==> config.mk <==
export PLATFORM = sky130hd
export DESIGN_NAME = spectrum_edge_finder_flat
export DESIGN_NICKNAME = d
export VERILOG_FILES = /design/src/sef_pkg.sv /design/src/sef_bin_if.sv /design/src/sef_res_if.sv /design/src/sef_front.sv /design/src/sef_queue.sv /design/src/sef_div.sv /design/src/sef_back.sv /design/src/spectrum_edge_finder.sv /design/src/flat_wrapper.sv
export SDC_FILE = /design/constraint.sdc
export NUM_CORES = 2
export LEC_CHECK = 0
export ABC_CLOCK_PERIOD_IN_PS = 25600
export BUFFER_PORTS_ARGS = -buffer_cell sky130_fd_sc_hd__buf_2
export CAP_MARGIN = 10
export CORE_MARGIN = 2
export CORE_UTILIZATION = 35
export CTS_BUF_LIST = sky130_fd_sc_hd__clkbuf_4 sky130_fd_sc_hd__clkbuf_8
export CTS_CLUSTER_SIZE = 28
export DETAILED_ROUTE_END_ITERATION = 6
export SETUP_SLACK_MARGIN = 0.4
export SYNTH_ARGS = -nofsm -noshare
export SYNTH_HDL_FRONTEND = slang
export SYNTH_HIERARCHICAL = 1
export SYNTH_SLANG_ARGS = --single-unit
==> constraint.sdc <==
create_clock -name i_clk -period 25.6 [get_ports i_clk]
set_clock_uncertainty 0.15 [all_clocks]
set_input_delay 3.84 -clock i_clk [delete_from_list [all_inputs] [get_ports i_clk]]
set_output_delay 3.84 -clock i_clk [all_outputs]
set_load 0.03 [all_outputs]
==> src/sef_pkg.sv <==
// ----------------------------------------------------------------------------
// sef_pkg
// Shared types and constants for the spectrum edge finder.
// ----------------------------------------------------------------------------
package sef_pkg;
    localparam int CENTER_W  = 19;
    localparam int COUNT_W   = 24;
    localparam int NOM_W     = 20;
    localparam int MINE_W    = 24;
    localparam int SLOPE_W   = 48;
    localparam int SUM_W     = 32;
    localparam int FA_W      = 40;
    localparam int FB_W      = 32;
    localparam int STATUS_W  = 2;
    localparam int CFG_IDX_W = 2;
    localparam int CFG_W     = 24;

    localparam logic [CFG_IDX_W-1:0] CFG_NOM_ANNI = 2'd0;
    localparam logic [CFG_IDX_W-1:0] CFG_NOM_DEEX = 2'd1;
    localparam logic [CFG_IDX_W-1:0] CFG_MIN_ENT  = 2'd2;
    localparam logic [CFG_IDX_W-1:0] CFG_DEF_EDGE = 2'd3;

    localparam logic [NOM_W-1:0]    NOM_ANNI_RST = 20'd140000;
    localparam logic [NOM_W-1:0]    NOM_DEEX_RST = 20'd200000;
    localparam logic [MINE_W-1:0]   MIN_ENT_RST  = 24'd100;
    localparam logic [CENTER_W-1:0] DEF_EDGE_RST = 19'd399000;

    localparam logic signed [SLOPE_W-1:0] SLOPE_INIT = 48'sd655360000;

    localparam logic [STATUS_W-1:0] ST_OK    = 2'd0;
    localparam logic [STATUS_W-1:0] ST_FEW   = 2'd1;
    localparam logic [STATUS_W-1:0] ST_ORDER = 2'd2;

    localparam int QDEPTH = 2;

    // work handed from front to back
    typedef struct packed {
        logic                 pt_valid;
        logic [CENTER_W-1:0]  dh;
        logic signed [COUNT_W:0] dc;
        logic [CENTER_W-1:0]  pos;
        logic                 last;
        logic [SUM_W-1:0]     sum;
        logic [CENTER_W-1:0]  def_edge;
    } t_job;
endpackage

==> src/sef_bin_if.sv <==
// ----------------------------------------------------------------------------
// sef_bin_if
// Input channel: histogram bin words.
// ----------------------------------------------------------------------------
interface sef_bin_if;
    logic                          valid;
    logic                          ready;
    logic [sef_pkg::CENTER_W-1:0]  bin_center;
    logic [sef_pkg::COUNT_W-1:0]   bin_count;
    logic                          last_bin;
    modport source (output valid, bin_center, bin_count, last_bin, input ready);
    modport sink   (input valid, bin_center, bin_count, last_bin, output ready);
endinterface

==> src/sef_res_if.sv <==
// ----------------------------------------------------------------------------
// sef_res_if
// Output channel: calibration result words.
// ----------------------------------------------------------------------------
interface sef_res_if;
    logic                                valid;
    logic                                ready;
    logic [sef_pkg::FA_W-1:0]            factor_a;
    logic signed [sef_pkg::FB_W-1:0]     factor_b;
    logic [sef_pkg::CENTER_W-1:0]        anni_edge;
    logic [sef_pkg::CENTER_W-1:0]        deex_edge;
    logic [sef_pkg::STATUS_W-1:0]        status;
    modport source (output valid, factor_a, factor_b, anni_edge, deex_edge, status,
                    input ready);
    modport sink   (input valid, factor_a, factor_b, anni_edge, deex_edge, status,
                    output ready);
endinterface

==> src/sef_front.sv <==
// ----------------------------------------------------------------------------
// sef_front
// Accepts bin words, forms differences, midpoint and the running count sum.
// ----------------------------------------------------------------------------
module sef_front (
    input  logic                        i_clk,
    input  logic                        i_rst_n,
    input  logic [sef_pkg::CENTER_W-1:0] i_def_edge,
    sef_bin_if.sink                     bin,
    output logic                        o_push,
    output sef_pkg::t_job               o_job,
    input  logic                        i_full
);
    logic [sef_pkg::CENTER_W-1:0] r_prev_center;
    logic [sef_pkg::COUNT_W-1:0]  r_prev_count;
    logic                         r_have_prev;
    logic [sef_pkg::SUM_W-1:0]    r_sum;
    logic [sef_pkg::SUM_W:0]      sum_ext;
    logic [sef_pkg::SUM_W-1:0]    n_sum;
    logic [sef_pkg::CENTER_W:0]   mid;

    assign bin.ready = !i_full;
    assign o_push    = bin.valid && !i_full;
    assign sum_ext   = {1'b0, r_sum} + {{(sef_pkg::SUM_W+1-sef_pkg::COUNT_W){1'b0}},
                                        bin.bin_count};
    assign n_sum     = sum_ext[sef_pkg::SUM_W] ? '1 : sum_ext[sef_pkg::SUM_W-1:0];
    assign mid       = {1'b0, bin.bin_center} + {1'b0, r_prev_center};

    always_comb begin
        o_job.pt_valid = r_have_prev && (bin.bin_center > r_prev_center);
        o_job.dh       = bin.bin_center - r_prev_center;
        o_job.dc       = $signed({1'b0, bin.bin_count}) - $signed({1'b0, r_prev_count});
        o_job.pos      = mid[sef_pkg::CENTER_W:1];
        o_job.last     = bin.last_bin;
        o_job.sum      = n_sum;
        o_job.def_edge = i_def_edge;
    end

    always_ff @(posedge i_clk) begin
        if (!i_rst_n) begin
            r_prev_center <= '0;
            r_prev_count  <= '0;
            r_have_prev   <= 1'b0;
            r_sum         <= '0;
        end else if (o_push) begin
            r_prev_center <= bin.bin_center;
            r_prev_count  <= bin.bin_count;
            r_have_prev   <= !bin.last_bin;
            r_sum         <= bin.last_bin ? '0 : n_sum;
        end
    end
endmodule

==> src/sef_queue.sv <==
// ----------------------------------------------------------------------------
// sef_queue
// Short FIFO between front and back.
// ----------------------------------------------------------------------------
module sef_queue (
    input  logic          i_clk,
    input  logic          i_rst_n,
    input  logic          i_push,
    input  sef_pkg::t_job i_job,
    output logic          o_full,
    input  logic          i_pop,
    output logic          o_empty,
    output sef_pkg::t_job o_job
);
    localparam int AW = $clog2(sef_pkg::QDEPTH);
    sef_pkg::t_job  r_mem [sef_pkg::QDEPTH];
    logic [AW-1:0]  r_wp, r_rp;
    logic [AW:0]    r_cnt;

    assign o_full  = (r_cnt == (AW+1)'(sef_pkg::QDEPTH));
    assign o_empty = (r_cnt == '0);
    assign o_job   = r_mem[r_rp];

    always_ff @(posedge i_clk) begin
        if (i_push) r_mem[r_wp] <= i_job;
    end

    always_ff @(posedge i_clk) begin
        if (!i_rst_n) begin
            r_wp  <= '0;
            r_rp  <= '0;
            r_cnt <= '0;
        end else begin
            if (i_push) r_wp <= r_wp + 1'b1;
            if (i_pop)  r_rp <= r_rp + 1'b1;
            r_cnt <= r_cnt + (AW+1)'(i_push) - (AW+1)'(i_pop);
        end
    end
endmodule

==> src/sef_div.sv <==
// ----------------------------------------------------------------------------
// sef_div
// Restoring divider, one quotient bit a cycle, unsigned magnitudes.
// ----------------------------------------------------------------------------
module sef_div #(
    parameter int NW = 64,
    parameter int DW = 32
) (
    input  logic          i_clk,
    input  logic          i_rst_n,
    input  logic          i_start,
    input  logic [NW-1:0] i_num,
    input  logic [DW-1:0] i_den,
    output logic          o_done,
    output logic [NW-1:0] o_quo
);
    localparam int CW = $clog2(NW+1);
    logic [NW-1:0] r_q;
    logic [DW-1:0] r_rem;
    logic [DW-1:0] r_den;
    logic [CW-1:0] r_cnt;
    logic          r_busy;
    logic [DW:0]   trial;
    logic [DW:0]   diff;

    assign trial  = {r_rem, r_q[NW-1]};
    assign diff   = trial - {1'b0, r_den};
    assign o_quo  = r_q;
    assign o_done = r_busy && (r_cnt == '0);

    always_ff @(posedge i_clk) begin
        if (!i_rst_n) begin
            r_busy <= 1'b0;
            r_cnt  <= '0;
        end else if (i_start) begin
            r_busy <= 1'b1;
            r_cnt  <= CW'(NW);
            r_q    <= i_num;
            r_rem  <= '0;
            r_den  <= i_den;
        end else if (r_busy) begin
            if (r_cnt == '0) begin
                r_busy <= 1'b0;
            end else begin
                r_cnt <= r_cnt - 1'b1;
                if (!diff[DW]) begin
                    r_rem <= diff[DW-1:0];
                    r_q   <= {r_q[NW-2:0], 1'b1};
                end else begin
                    r_rem <= trial[DW-1:0];
                    r_q   <= {r_q[NW-2:0], 1'b0};
                end
            end
        end
    end
endmodule

==> src/sef_back.sv <==
// ----------------------------------------------------------------------------
// sef_back
// Slope division, minimum tracking and final factor calculation.
// ----------------------------------------------------------------------------
module sef_back (
    input  logic                         i_clk,
    input  logic                         i_rst_n,
    input  logic                         i_empty,
    input  sef_pkg::t_job                i_job,
    output logic                         o_pop,
    input  logic [sef_pkg::NOM_W-1:0]    i_nom_anni,
    input  logic [sef_pkg::NOM_W-1:0]    i_nom_deex,
    input  logic [sef_pkg::MINE_W-1:0]   i_min_ent,
    sef_res_if.source                    res
);
    localparam int DNW = 64;
    localparam int DDW = 20;
    localparam int CW  = sef_pkg::CENTER_W;

    typedef enum logic [3:0] {
        S_IDLE, S_SDIV, S_TAKE, S_FIN, S_MUL, S_NUM, S_ADIV, S_BDIV, S_OUT
    } t_state;

    t_state r_state;
    logic signed [sef_pkg::SLOPE_W-1:0] r_min_a, r_min_b;
    logic [CW-1:0]  r_edge_a, r_edge_b;
    logic           r_neg;
    logic [DNW-1:0] r_fa_q;
    logic [DDW-1:0] r_d;
    logic [39:0]    r_p1, r_p2;
    logic signed [42:0] r_num;
    logic           r_valid;
    logic [sef_pkg::FA_W-1:0]        r_fa;
    logic signed [sef_pkg::FB_W-1:0] r_fb;
    logic [sef_pkg::STATUS_W-1:0]    r_status;

    logic           div_start, div_done;
    logic [DNW-1:0] div_num, div_quo;
    logic [DDW-1:0] div_den;
    logic [CW-1:0]  ea, eb;
    logic signed [sef_pkg::SLOPE_W-1:0] slope;
    logic [DNW-1:0] mag;
    logic [42:0]    num_mag;
    logic [DNW-1:0] fb_mag;

    sef_div #(.NW(DNW), .DW(DDW)) u_div (
        .i_clk  (i_clk),
        .i_rst_n(i_rst_n),
        .i_start(div_start),
        .i_num  (div_num),
        .i_den  (div_den),
        .o_done (div_done),
        .o_quo  (div_quo)
    );

    assign ea = r_edge_a;
    assign eb = r_edge_b;
    assign mag     = r_neg ? -div_quo : div_quo;
    assign slope   = sef_pkg::SLOPE_W'($signed(mag));
    assign num_mag = r_num[42] ? 43'(-r_num) : 43'(r_num);
    assign fb_mag  = r_neg ? -div_quo : div_quo;

    always_comb begin
        div_start = 1'b0;
        div_num   = '0;
        div_den   = '0;
        o_pop     = 1'b0;
        case (r_state)
            S_IDLE: begin
                if (!i_empty && i_job.pt_valid) begin
                    div_start = 1'b1;
                    div_num   = DNW'(i_job.dc[sef_pkg::COUNT_W] ? -i_job.dc : i_job.dc) << 16;
                    div_den   = DDW'(i_job.dh);
                end
            end
            S_NUM: begin
                div_start = 1'b1;
                div_num   = {i_nom_anni, 16'h0, 28'h0} >> 28;
                div_den   = r_d;
            end
            S_ADIV: begin
                if (div_done) begin
                    div_start = 1'b1;
                    div_num   = DNW'(num_mag);
                    div_den   = r_d;
                end
            end
            S_TAKE:  o_pop = !i_job.last;
            S_OUT:   o_pop = !r_valid;
            default: ;
        endcase
    end

    always_ff @(posedge i_clk) begin
        if (!i_rst_n) begin
            r_state  <= S_IDLE;
            r_valid  <= 1'b0;
            r_edge_a <= sef_pkg::DEF_EDGE_RST;
            r_edge_b <= sef_pkg::DEF_EDGE_RST;
            r_min_a  <= sef_pkg::SLOPE_INIT;
            r_min_b  <= sef_pkg::SLOPE_INIT;
        end else begin
            if (res.ready && r_valid) r_valid <= 1'b0;
            case (r_state)
                S_IDLE: begin
                    if (!i_empty) begin
                        r_neg   <= i_job.dc[sef_pkg::COUNT_W];
                        r_state <= i_job.pt_valid ? S_SDIV : S_TAKE;
                    end
                end
                S_SDIV: begin
                    if (div_done) begin
                        if (slope < r_min_a) begin
                            r_min_a  <= slope;
                            r_edge_a <= i_job.pos;
                        end
                        r_state <= S_TAKE;
                    end
                end
                S_TAKE: begin
                    r_state <= i_job.last ? S_FIN : S_IDLE;
                end
                S_FIN: begin
                    r_fa     <= '0;
                    r_fb     <= '0;
                    r_d      <= DDW'(eb) - DDW'(ea);
                    if (i_job.sum < {8'h0, i_min_ent}) begin
                        r_status <= sef_pkg::ST_FEW;
                        r_state  <= S_OUT;
                    end else if (eb <= ea) begin
                        r_status <= sef_pkg::ST_ORDER;
                        r_state  <= S_OUT;
                    end else begin
                        r_status <= sef_pkg::ST_OK;
                        r_state  <= S_MUL;
                    end
                end
                S_MUL: begin
                    r_p1    <= 40'(i_nom_deex) * 40'(r_d);
                    r_p2    <= 40'(i_nom_anni) * 40'(ea);
                    r_state <= S_NUM;
                end
                S_NUM: begin
                    r_num   <= $signed({3'b0, r_p1}) - $signed({3'b0, r_p2});
                    r_state <= S_ADIV;
                end
                S_ADIV: begin
                    if (div_done) begin
                        r_fa_q  <= div_quo;
                        r_neg   <= r_num[42];
                        r_state <= S_BDIV;
                    end
                end
                S_BDIV: begin
                    if (div_done) begin
                        r_fa <= (r_fa_q > DNW'({sef_pkg::FA_W{1'b1}})) ? '1
                                : r_fa_q[sef_pkg::FA_W-1:0];
                        if (!r_neg && div_quo > 64'h7FFF_FFFF)
                            r_fb <= 32'sh7FFF_FFFF;
                        else if (r_neg && div_quo > 64'h8000_0000)
                            r_fb <= -32'sh7FFF_FFFF - 32'sd1;
                        else
                            r_fb <= fb_mag[sef_pkg::FB_W-1:0];
                        r_state <= S_OUT;
                    end
                end
                S_OUT: begin
                    if (!r_valid) begin
                        r_valid         <= 1'b1;
                        res.anni_edge   <= ea;
                        res.deex_edge   <= eb;
                        res.factor_a    <= r_fa;
                        res.factor_b    <= r_fb;
                        res.status      <= r_status;
                        r_edge_a        <= i_job.def_edge;
                        r_edge_b        <= i_job.def_edge;
                        r_min_a         <= sef_pkg::SLOPE_INIT;
                        r_min_b         <= sef_pkg::SLOPE_INIT;
                        r_state         <= S_IDLE;
                    end
                end
                default: r_state <= S_IDLE;
            endcase
            // deexcitation tracking uses the updated anni edge
            if (r_state == S_SDIV && div_done) begin
                if ((2 * {2'b0, i_job.pos}) >
                    (3 * {2'b0, (slope < r_min_a) ? i_job.pos : ea})
                    && slope < r_min_b) begin
                    r_min_b  <= slope;
                    r_edge_b <= i_job.pos;
                end
            end
        end
    end

    assign res.valid = r_valid;
endmodule

==> src/spectrum_edge_finder.sv <==
// ----------------------------------------------------------------------------
// spectrum_edge_finder
// Edge search over histogram bins and calibration factor calculation.
// ----------------------------------------------------------------------------
// Each bin with a slope point passes through the bit-serial 64-bit divider in the
// back end; other bins only pass through the take state.
// The last bin adds the two factor divisions, which are skipped when the status
// is not ok, plus any wait for the previous result to be taken.
// The front takes a word per cycle until the two-entry queue fills.
// Synchronous active-low reset restores registers and clears the run state.
module spectrum_edge_finder (
    input  logic                              i_clk,
    input  logic                              i_rst_n,
    input  logic                              i_cfg_we,
    input  logic [sef_pkg::CFG_IDX_W-1:0]     i_cfg_idx,
    input  logic [sef_pkg::CFG_W-1:0]         i_cfg_data,
    sef_bin_if.sink                           bin,
    sef_res_if.source                         res
);
    logic [sef_pkg::NOM_W-1:0]    r_nom_anni, r_nom_deex;
    logic [sef_pkg::MINE_W-1:0]   r_min_ent;
    logic [sef_pkg::CENTER_W-1:0] r_def_edge;
    logic          push, pop, full, empty;
    sef_pkg::t_job fjob, qjob;

    always_ff @(posedge i_clk) begin
        if (!i_rst_n) begin
            r_nom_anni <= sef_pkg::NOM_ANNI_RST;
            r_nom_deex <= sef_pkg::NOM_DEEX_RST;
            r_min_ent  <= sef_pkg::MIN_ENT_RST;
            r_def_edge <= sef_pkg::DEF_EDGE_RST;
        end else if (i_cfg_we) begin
            case (i_cfg_idx)
                sef_pkg::CFG_NOM_ANNI: r_nom_anni <= i_cfg_data[sef_pkg::NOM_W-1:0];
                sef_pkg::CFG_NOM_DEEX: r_nom_deex <= i_cfg_data[sef_pkg::NOM_W-1:0];
                sef_pkg::CFG_MIN_ENT:  r_min_ent  <= i_cfg_data[sef_pkg::MINE_W-1:0];
                sef_pkg::CFG_DEF_EDGE: r_def_edge <= i_cfg_data[sef_pkg::CENTER_W-1:0];
                default: ;
            endcase
        end
    end

    sef_front u_front (
        .i_clk     (i_clk),
        .i_rst_n   (i_rst_n),
        .i_def_edge(r_def_edge),
        .bin       (bin),
        .o_push    (push),
        .o_job     (fjob),
        .i_full    (full)
    );

    sef_queue u_queue (
        .i_clk  (i_clk),
        .i_rst_n(i_rst_n),
        .i_push (push),
        .i_job  (fjob),
        .o_full (full),
        .i_pop  (pop),
        .o_empty(empty),
        .o_job  (qjob)
    );

    sef_back u_back (
        .i_clk     (i_clk),
        .i_rst_n   (i_rst_n),
        .i_empty   (empty),
        .i_job     (qjob),
        .o_pop     (pop),
        .i_nom_anni(r_nom_anni),
        .i_nom_deex(r_nom_deex),
        .i_min_ent (r_min_ent),
        .res       (res)
    );
endmodule
==> src/flat_wrapper.sv <==
// flat-port wrapper written by rule: the top's interface ports become plain ports
module spectrum_edge_finder_flat 
  (i_clk, i_rst_n, i_cfg_we, i_cfg_idx, i_cfg_data, bin_valid, bin_bin_center, bin_bin_count, bin_last_bin, bin_ready, res_valid, res_factor_a, res_factor_b, res_anni_edge, res_deex_edge, res_status, res_ready);
  sef_bin_if bin_i ();
  sef_res_if res_i ();
  input  logic i_clk;
  input  logic i_rst_n;
  input  logic i_cfg_we;
  input  logic [sef_pkg::CFG_IDX_W-1:0] i_cfg_idx;
  input  logic [sef_pkg::CFG_W-1:0] i_cfg_data;
  input wire logic [$bits(bin_i.valid)-1:0] bin_valid;
  input wire logic [$bits(bin_i.bin_center)-1:0] bin_bin_center;
  input wire logic [$bits(bin_i.bin_count)-1:0] bin_bin_count;
  input wire logic [$bits(bin_i.last_bin)-1:0] bin_last_bin;
  output wire logic [$bits(bin_i.ready)-1:0] bin_ready;
  output wire logic [$bits(res_i.valid)-1:0] res_valid;
  output wire logic [$bits(res_i.factor_a)-1:0] res_factor_a;
  output wire logic [$bits(res_i.factor_b)-1:0] res_factor_b;
  output wire logic [$bits(res_i.anni_edge)-1:0] res_anni_edge;
  output wire logic [$bits(res_i.deex_edge)-1:0] res_deex_edge;
  output wire logic [$bits(res_i.status)-1:0] res_status;
  input wire logic [$bits(res_i.ready)-1:0] res_ready;
  assign bin_i.valid = bin_valid;
  assign bin_i.bin_center = bin_bin_center;
  assign bin_i.bin_count = bin_bin_count;
  assign bin_i.last_bin = bin_last_bin;
  assign bin_ready = bin_i.ready;
  assign res_valid = res_i.valid;
  assign res_factor_a = res_i.factor_a;
  assign res_factor_b = res_i.factor_b;
  assign res_anni_edge = res_i.anni_edge;
  assign res_deex_edge = res_i.deex_edge;
  assign res_status = res_i.status;
  assign res_i.ready = res_ready;
  spectrum_edge_finder u_core (.i_clk(i_clk), .i_rst_n(i_rst_n), .i_cfg_we(i_cfg_we), .i_cfg_idx(i_cfg_idx), .i_cfg_data(i_cfg_data), .bin(bin_i), .res(res_i));
endmodule
## Word-level counts from Yosys, hierarchy flattened

Memory sizes are Yosys's and may differ from the RTL's. A register that Yosys moved wholly into a read port is not among the register bits.
Cells that the tools add are included.
W data, S select, Z words.

| cells by class | value |
|---|---|
| add/subtract/negate cells | 15 |
| multiply operators | 3 |
| order comparisons | 9 |
| equality and inequality tests | 19 |
| mux-type cells | 72 |
| bitwise operators | 3 |
| reduce and logical (&&, ||, !) cells | 42 |

Operator list:

| operator | number |
|---|---|
| $mux W48 | 9 |
| $mux W64 | 4 |
| $pmux W64 S3 | 1 |
| $mux W32 | 5 |
| $mux W19 | 8 |
| $lt A48 B48 Y1 | 2 |
| $pmux W48 S2 | 1 |
| $mux W43 | 2 |
| $mux W20 | 4 |
| $mux W40 | 2 |
| $pmux W40 S2 | 1 |
| $gt A64 B31 Y1 const B | 1 |
| $gt A64 B32 Y1 const B | 1 |
| $gt A64 B40 Y1 const B | 1 |
| $pmux W32 S2 | 1 |
| $pmux W20 S3 | 1 |
| $neg A25 Y48 | 1 |
| $neg A48 Y48 | 1 |
| $neg A43 Y43 | 1 |
| $sub A40 B39 Y41 | 1 |
| $mul A20 B20 Y40 | 1 |
| $mul A20 B19 Y39 | 1 |
| $pmux W19 S2 | 1 |
| $pmux W4 S9 | 1 |
| 41 further kinds | 111 |

| word-level totals | value |
|---|---|
| flip-flop bits (word level) | 807 |
| memory bits (writable) | 232 |
| bits of input ports | 75 |
| output and inout port bits | 114 |
| logic and storage cells | 201 |
| memories kept | 1 |

Memories:

| name | words | bits a word | rd ports | clocked after Yosys merged registers in | write ports | line | source |
|---|---|---|---|---|---|---|---|
| u_core.u_queue.r_mem | 2 | 116 | 1 | 1 | 1 | sef_queue.sv:16 | `sef_pkg::t_job r_mem [sef_pkg::QDEPTH];` |

## Depth between registers and ports, before layout

| depth | value |
|---|---|
| word-level depth | 9 |
| mapped depth | 52 |
| depth with buffers taken out | 47 |

## Modules after synthesis

Netlist, hierarchy kept.

Modules (own cells, without submodules):

| module | times used | cells an instance | area each (um^2) | sequential area each (um^2) |
|---|---|---|---|---|
| sef_back | 1 | 5,759 | 54,114.4 | 14,523.9 |
| sef_queue | 1 | 382 | 8,750.9 | 7,066.8 |
| sef_front | 1 | 948 | 7,258.2 | 1,521.5 |
| sef_div | 1 | 436 | 5,740.5 | 3,283.1 |
| spectrum_edge_finder | 1 | 322 | 3,250.6 | 1,661.6 |

## Least setup slack after synthesis

OpenSTA, ideal clock, no wires.

| path | value |
|---|---|
| path kind | input to register |
| start | input port i_rst_n |
| end | register u_core.u_back.r_p1[0] (enable) |
| setup time | 0.711 ns |
| arrival | 11.942 ns |
| required time | 24.739 ns |
| slack | 12.797 ns |
| stages on the path | 4 |
| path buffers | 2 |
| cells stage by stage | clkbuf_1 -> clkbuf_1 -> nand2_1 -> nor4_1 |

| on the way | value |
|---|---|
| longest elaborated chain between the ends | 1 |

RTL lines:

| what | line | source |
|---|---|---|
| start: declaration | flat_wrapper.sv:7 | `input logic i_rst_n;` |
| $reduce_and A2 Y1 (no line) | -- |  |
| end signal: assignment | sef_back.sv:139 | `r_p1 <= 40'(i_nom_deex) * 40'(r_d);` |
| end: declaration | sef_back.sv:30 | `logic [39:0] r_p1, r_p2;` |

Every way passes these cells.
A chain may end at the register's enable or synchronous reset.

## Worst setup path after layout

| path | value |
|---|---|
| start | register u_core.u_back.u_div.r_q[2] (netlist: u_core/u_back/u_div/o_quo[2]) |
| end | register u_core/u_back/r_min_b[20] (netlist bit) |

| on the way | value |
|---|---|
| longest elaborated chain between the ends | 9 |
| elaborated cells between the ends (all ways) | 10 |
| those cells by class | add/sub: 1; mul: 1; order compare: 3; mux: 4; reduce/logical: 1 |

RTL lines:

| what | line | source |
|---|---|---|
| start: declaration | sef_div.sv:18 | `logic [NW-1:0] r_q;` |
| start signal: assignment | sef_div.sv:38 | `r_q <= i_num;` |
| start signal: assignment | sef_div.sv:48 | `r_q <= {r_q[NW-2:0], 1'b1};` |
| start signal: assignment | sef_div.sv:51 | `r_q <= {r_q[NW-2:0], 1'b0};` |
| $neg A48 Y48 | -- |  |
| $mux W48 * | -- |  |
| $lt A48 B48 Y1 | sef_back.sv:187 | `(3 * {2'b0, (slope < r_min_a) ? i_job.pos : ea})` |
| $mux W19 | -- |  |
| $mul A2 B19 Y21 | sef_back.sv:187 |  |
| $gt A20 B21 Y1 | sef_back.sv:186 | `if ((2 * {2'b0, i_job.pos}) >` |
| $logic_and A1 B1 Y1 | sef_back.sv:188 | `&& slope < r_min_b) begin` |
| $mux W48 * | sef_back.sv:186 |  |
| $mux W48 * | sef_back.sv:185 | `if (r_state == S_SDIV && div_done) begin` |
| end signal: assignment | sef_back.sv:101 | `r_min_b <= sef_pkg::SLOPE_INIT;` |
| end signal: assignment | sef_back.sv:178 | `r_min_b <= sef_pkg::SLOPE_INIT;` |
| end signal: assignment | sef_back.sv:189 | `r_min_b <= slope;` |
| end: declaration | sef_back.sv:25 | `logic signed [sef_pkg::SLOPE_W-1:0] r_min_a, r_min_b;` |

Every way passes the cells marked *; elsewhere a longest branch is shown, timed or not.

==> flow_summary.ini <==
[sta]
grt_setup_unrepaired = false
fin_crit_ns = 13.51
setup_violations = 0
final.period_utilization_pct = 52.77
max_slew_margin_pct = 14.69
max_freq_mhz = 74.02
hold_viol = 0
worst_pin_slew_ns = 1.266
finalSetupTns_ns = 0
drv_slew = 0

[die]
io_pins = 189
fp.dieH_um = 479.4
coreArea_mm2 = 0.2247
initial_core_util_pct = 35.21
dieArea_mm2 = 0.2299
rows = 174
die_w_um = 479.4

[setup_path]
r2r-start = u_core/u_back/u_div/o_quo[2]
reg2reg_depth = 45
start_kind = flip-flop
r2r_setup_slack_ns = 12.09
crit_top_cell = nand4_1
cp-end-kind = flip-flop
critPathRequiredTime_ns = 26.24
reg2reg_to = u_core/u_back/r_min_b[20]
slowest_delay_ns = 0.80
cp.arrival_ns = 14.15
cp_max_fo = 48
worstSetupPathType = reg -> reg
cpMaxStageDelayCell = buf_4

[min_path]
min_path_type = reg -> reg
holdPathStages = 0
holdPathEnd = u_core/u_back/res.factor_a[32]
min-delay-start = u_core/u_back/r_fa[32]

[global_route]
grt-ovfl-total = 0
grt_pass1_wl_um = 351400
track_usage_pct = 19.79
grt_pass1_vias = 58130
grt_max_degree = 150
antenna_found_initial = 29

[cells_and_area]
final_nets = 9267
layout_commonest_cell = inv_1
final_util_pct = 38.70
areaGrowthSynthToFinish_pct = 9.911
drive_gt1_share_pct = 10.77
final_cell_area_mm2 = 0.08696
final_cell_mix = inv_1 (1,081), nand2_1 (1,043), edfxtp_1 (727), fa_1 (632), ha_1 (599)

[drt]
num_vias = 57430
drc = 0
dr.pass1.iters = 7
postRouteAntennaNets = 0
wirelength_um = 228700
via_per_inst = 5.172
drt_iter0_drc = 4415
avgRoutedWirePerCell_um = 20.59

[synth]
yosysWarnings = 6
ys_types = 104
postSynthAreaPerCell_um2 = 10.08
netlist_area_mm2 = 0.07911
async_reset_ff_share_pct = 0
ys_seq_elements = 1038
synth-edff-count = 727
ys.flop_type = edfxtp_1
synth_cells = 7847
seq_area_frac_synth_pct = 35.46

[cts]
clk_latency_ns = 0.93
cts_resized = 0
cts_setup_buffers = 0
hold_buffers = 0
cts-root-buf = clkbuf_8
cts_buffer_depth = 3
clkTransAtPathRegs_ns = 0.06
tritoncts = yes
cts.htree.levels = 4
cts_num_sinks = 1038
cts_inserted_buffers = 171

[placed_design]
dpl_cell_area_mm2 = 0.08315
gp_congestion = 0.9190
hpwl_um = 173000
port_buffers = 188

[power]
power.leakage_nw = 37.71
ir_worst_vdd_mv = 0.09762
power_per_cell_area_mw_per_mm2 = 92.00

[run_status]
status = finished clean

[run]
maxCapViolations = 0
[worst max-delay path by stage]
stage	start	endpoint	slack, ns
after floorplan	i_rst_n	u_core/u_back/r_p1[0]	12.80
after global placement	u_core/u_back/u_div/o_quo[4]	u_core/u_back/r_min_b[20]	12.28
after detailed placement	u_core/u_back/u_div/o_quo[4]	u_core/u_back/r_min_b[20]	12.10
after CTS	u_core/u_back/u_div/o_quo[4]	u_core/u_back/r_min_b[20]	12.00
after global routing	u_core/u_back/u_div/o_quo[2]	u_core/u_back/r_min_b[20]	11.00
final	u_core/u_back/u_div/o_quo[2]	u_core/u_back/r_min_b[20]	12.09
[critical path: cells and delay by family, from the launching register on]
family / cells / cell delay [ns]
adder cells (fa/ha/maj): 3 / 1.28
buffers and inverters: 2 / 1.23
XOR/XNOR: 3 / 0.48
multiplexers: 1 / 0.38
AND/OR/NAND/NOR: 23 / 5.70
flip-flops: 1 / 0.49
AO/OA/AOI/OAI: 13 / 3.57
[cell families (layout without fill, tap and decap cells)]
kind of cell | Yosys count | count (layout) | share of synthesized area, %
AOI/OAI and AO/OA | 1148 | 1148 | 9.725
xor gates and xnor gates | 323 | 323 | 3.617
adders and majority gates | 1233 | 1233 | 25.49
buffers and inverters | 1474 | 1710 | 7.362
DFF | 1038 | 1038 | 35.46
muxes | 338 | 338 | 4.771
other | 1 | 30 | 0.004740
and+or+nand+nor | 2292 | 2292 | 13.57
[state kept, by name, summed over array words and instances (netlist names), 40 cells and up, named ones only]
register / cells
u_core/u_back/r_p1: 40
u_core/u_back/r_num: 41
u_core/u_back/res.factor_a: 40
u_core/u_back/r_fa_q: 64
u_core/u_back/r_min_a: 48
u_core/u_back/r_min_b: 48
u_core/u_back/r_fa: 40
u_core/u_queue/r_mem: 232
u_core/u_back/u_div/o_quo: 64
[layout make-up]
type | count | area (um2)
clock inverters | 67 | 695.7
flip-flops and latches | 1038 | 28060
multi-input cells | 5357 | 45420
clock buffers | 250 | 3072
well taps | 2992 | 3744
repair buffers | 309 | 1876
diodes | 7 | 17.52
fillers | 22180 | 137700
inverters | 1084 | 4069
[per-layer routing]
layer	track usage (%)	share of wire, %
met1	27.20	44
met2	30.92	44
met3	3.966	7.6
met4	6.977	3.6
met5	0	0.049
[through the flow]
stage | setup WS (ns) | hold slack, ns | cells | total power (W)
3_5_place_dp | 12.10 | 0.2545 | 10780 | 0.006385
2_1_floorplan | 12.80 | 0.2503 | 7869 | 0.005198
3_3_place_gp | 12.28 | 0.2524 | 10780 | 0.006355
4_1_cts | 12.00 | 0.2685 | 11100 | 0.008031
5_1_grt | 11.00 | 0.2717 | 11100 | 0.008626
6_report | 12.09 | 0.2660 | 11100 | 0.008000
[report_power, final]
part / internal (W) / switching (W) / total [W]
logic: 0.00166 / 0.00257 / 0.00422
registers: 0.00209 / 0.0000836 / 0.00218
clock network: 0.000876 / 0.000724 / 0.00160
[cells in the mapped netlist (all sizes together) (70+ instances only)]
cell type  number  area (um2)
nand2        1045        3923
nor2          346        1315
clkbuf        305        1145
a21o          147        1111
inv          1083        4065
fa            632       12650
xnor2         190        1683
ha            599        7495
a21oi         305        1553
nand3         152       773.2
buf            85       610.6
o21ai         225        1134
edfxtp        727       21830
and2          316        1977
nor2b          70       437.9
mux2i         145        1451
xor2          132        1156
mux2          193        2323
dfxtp         311        6226
Note: power is estimated with default switching activity, not from simulation.
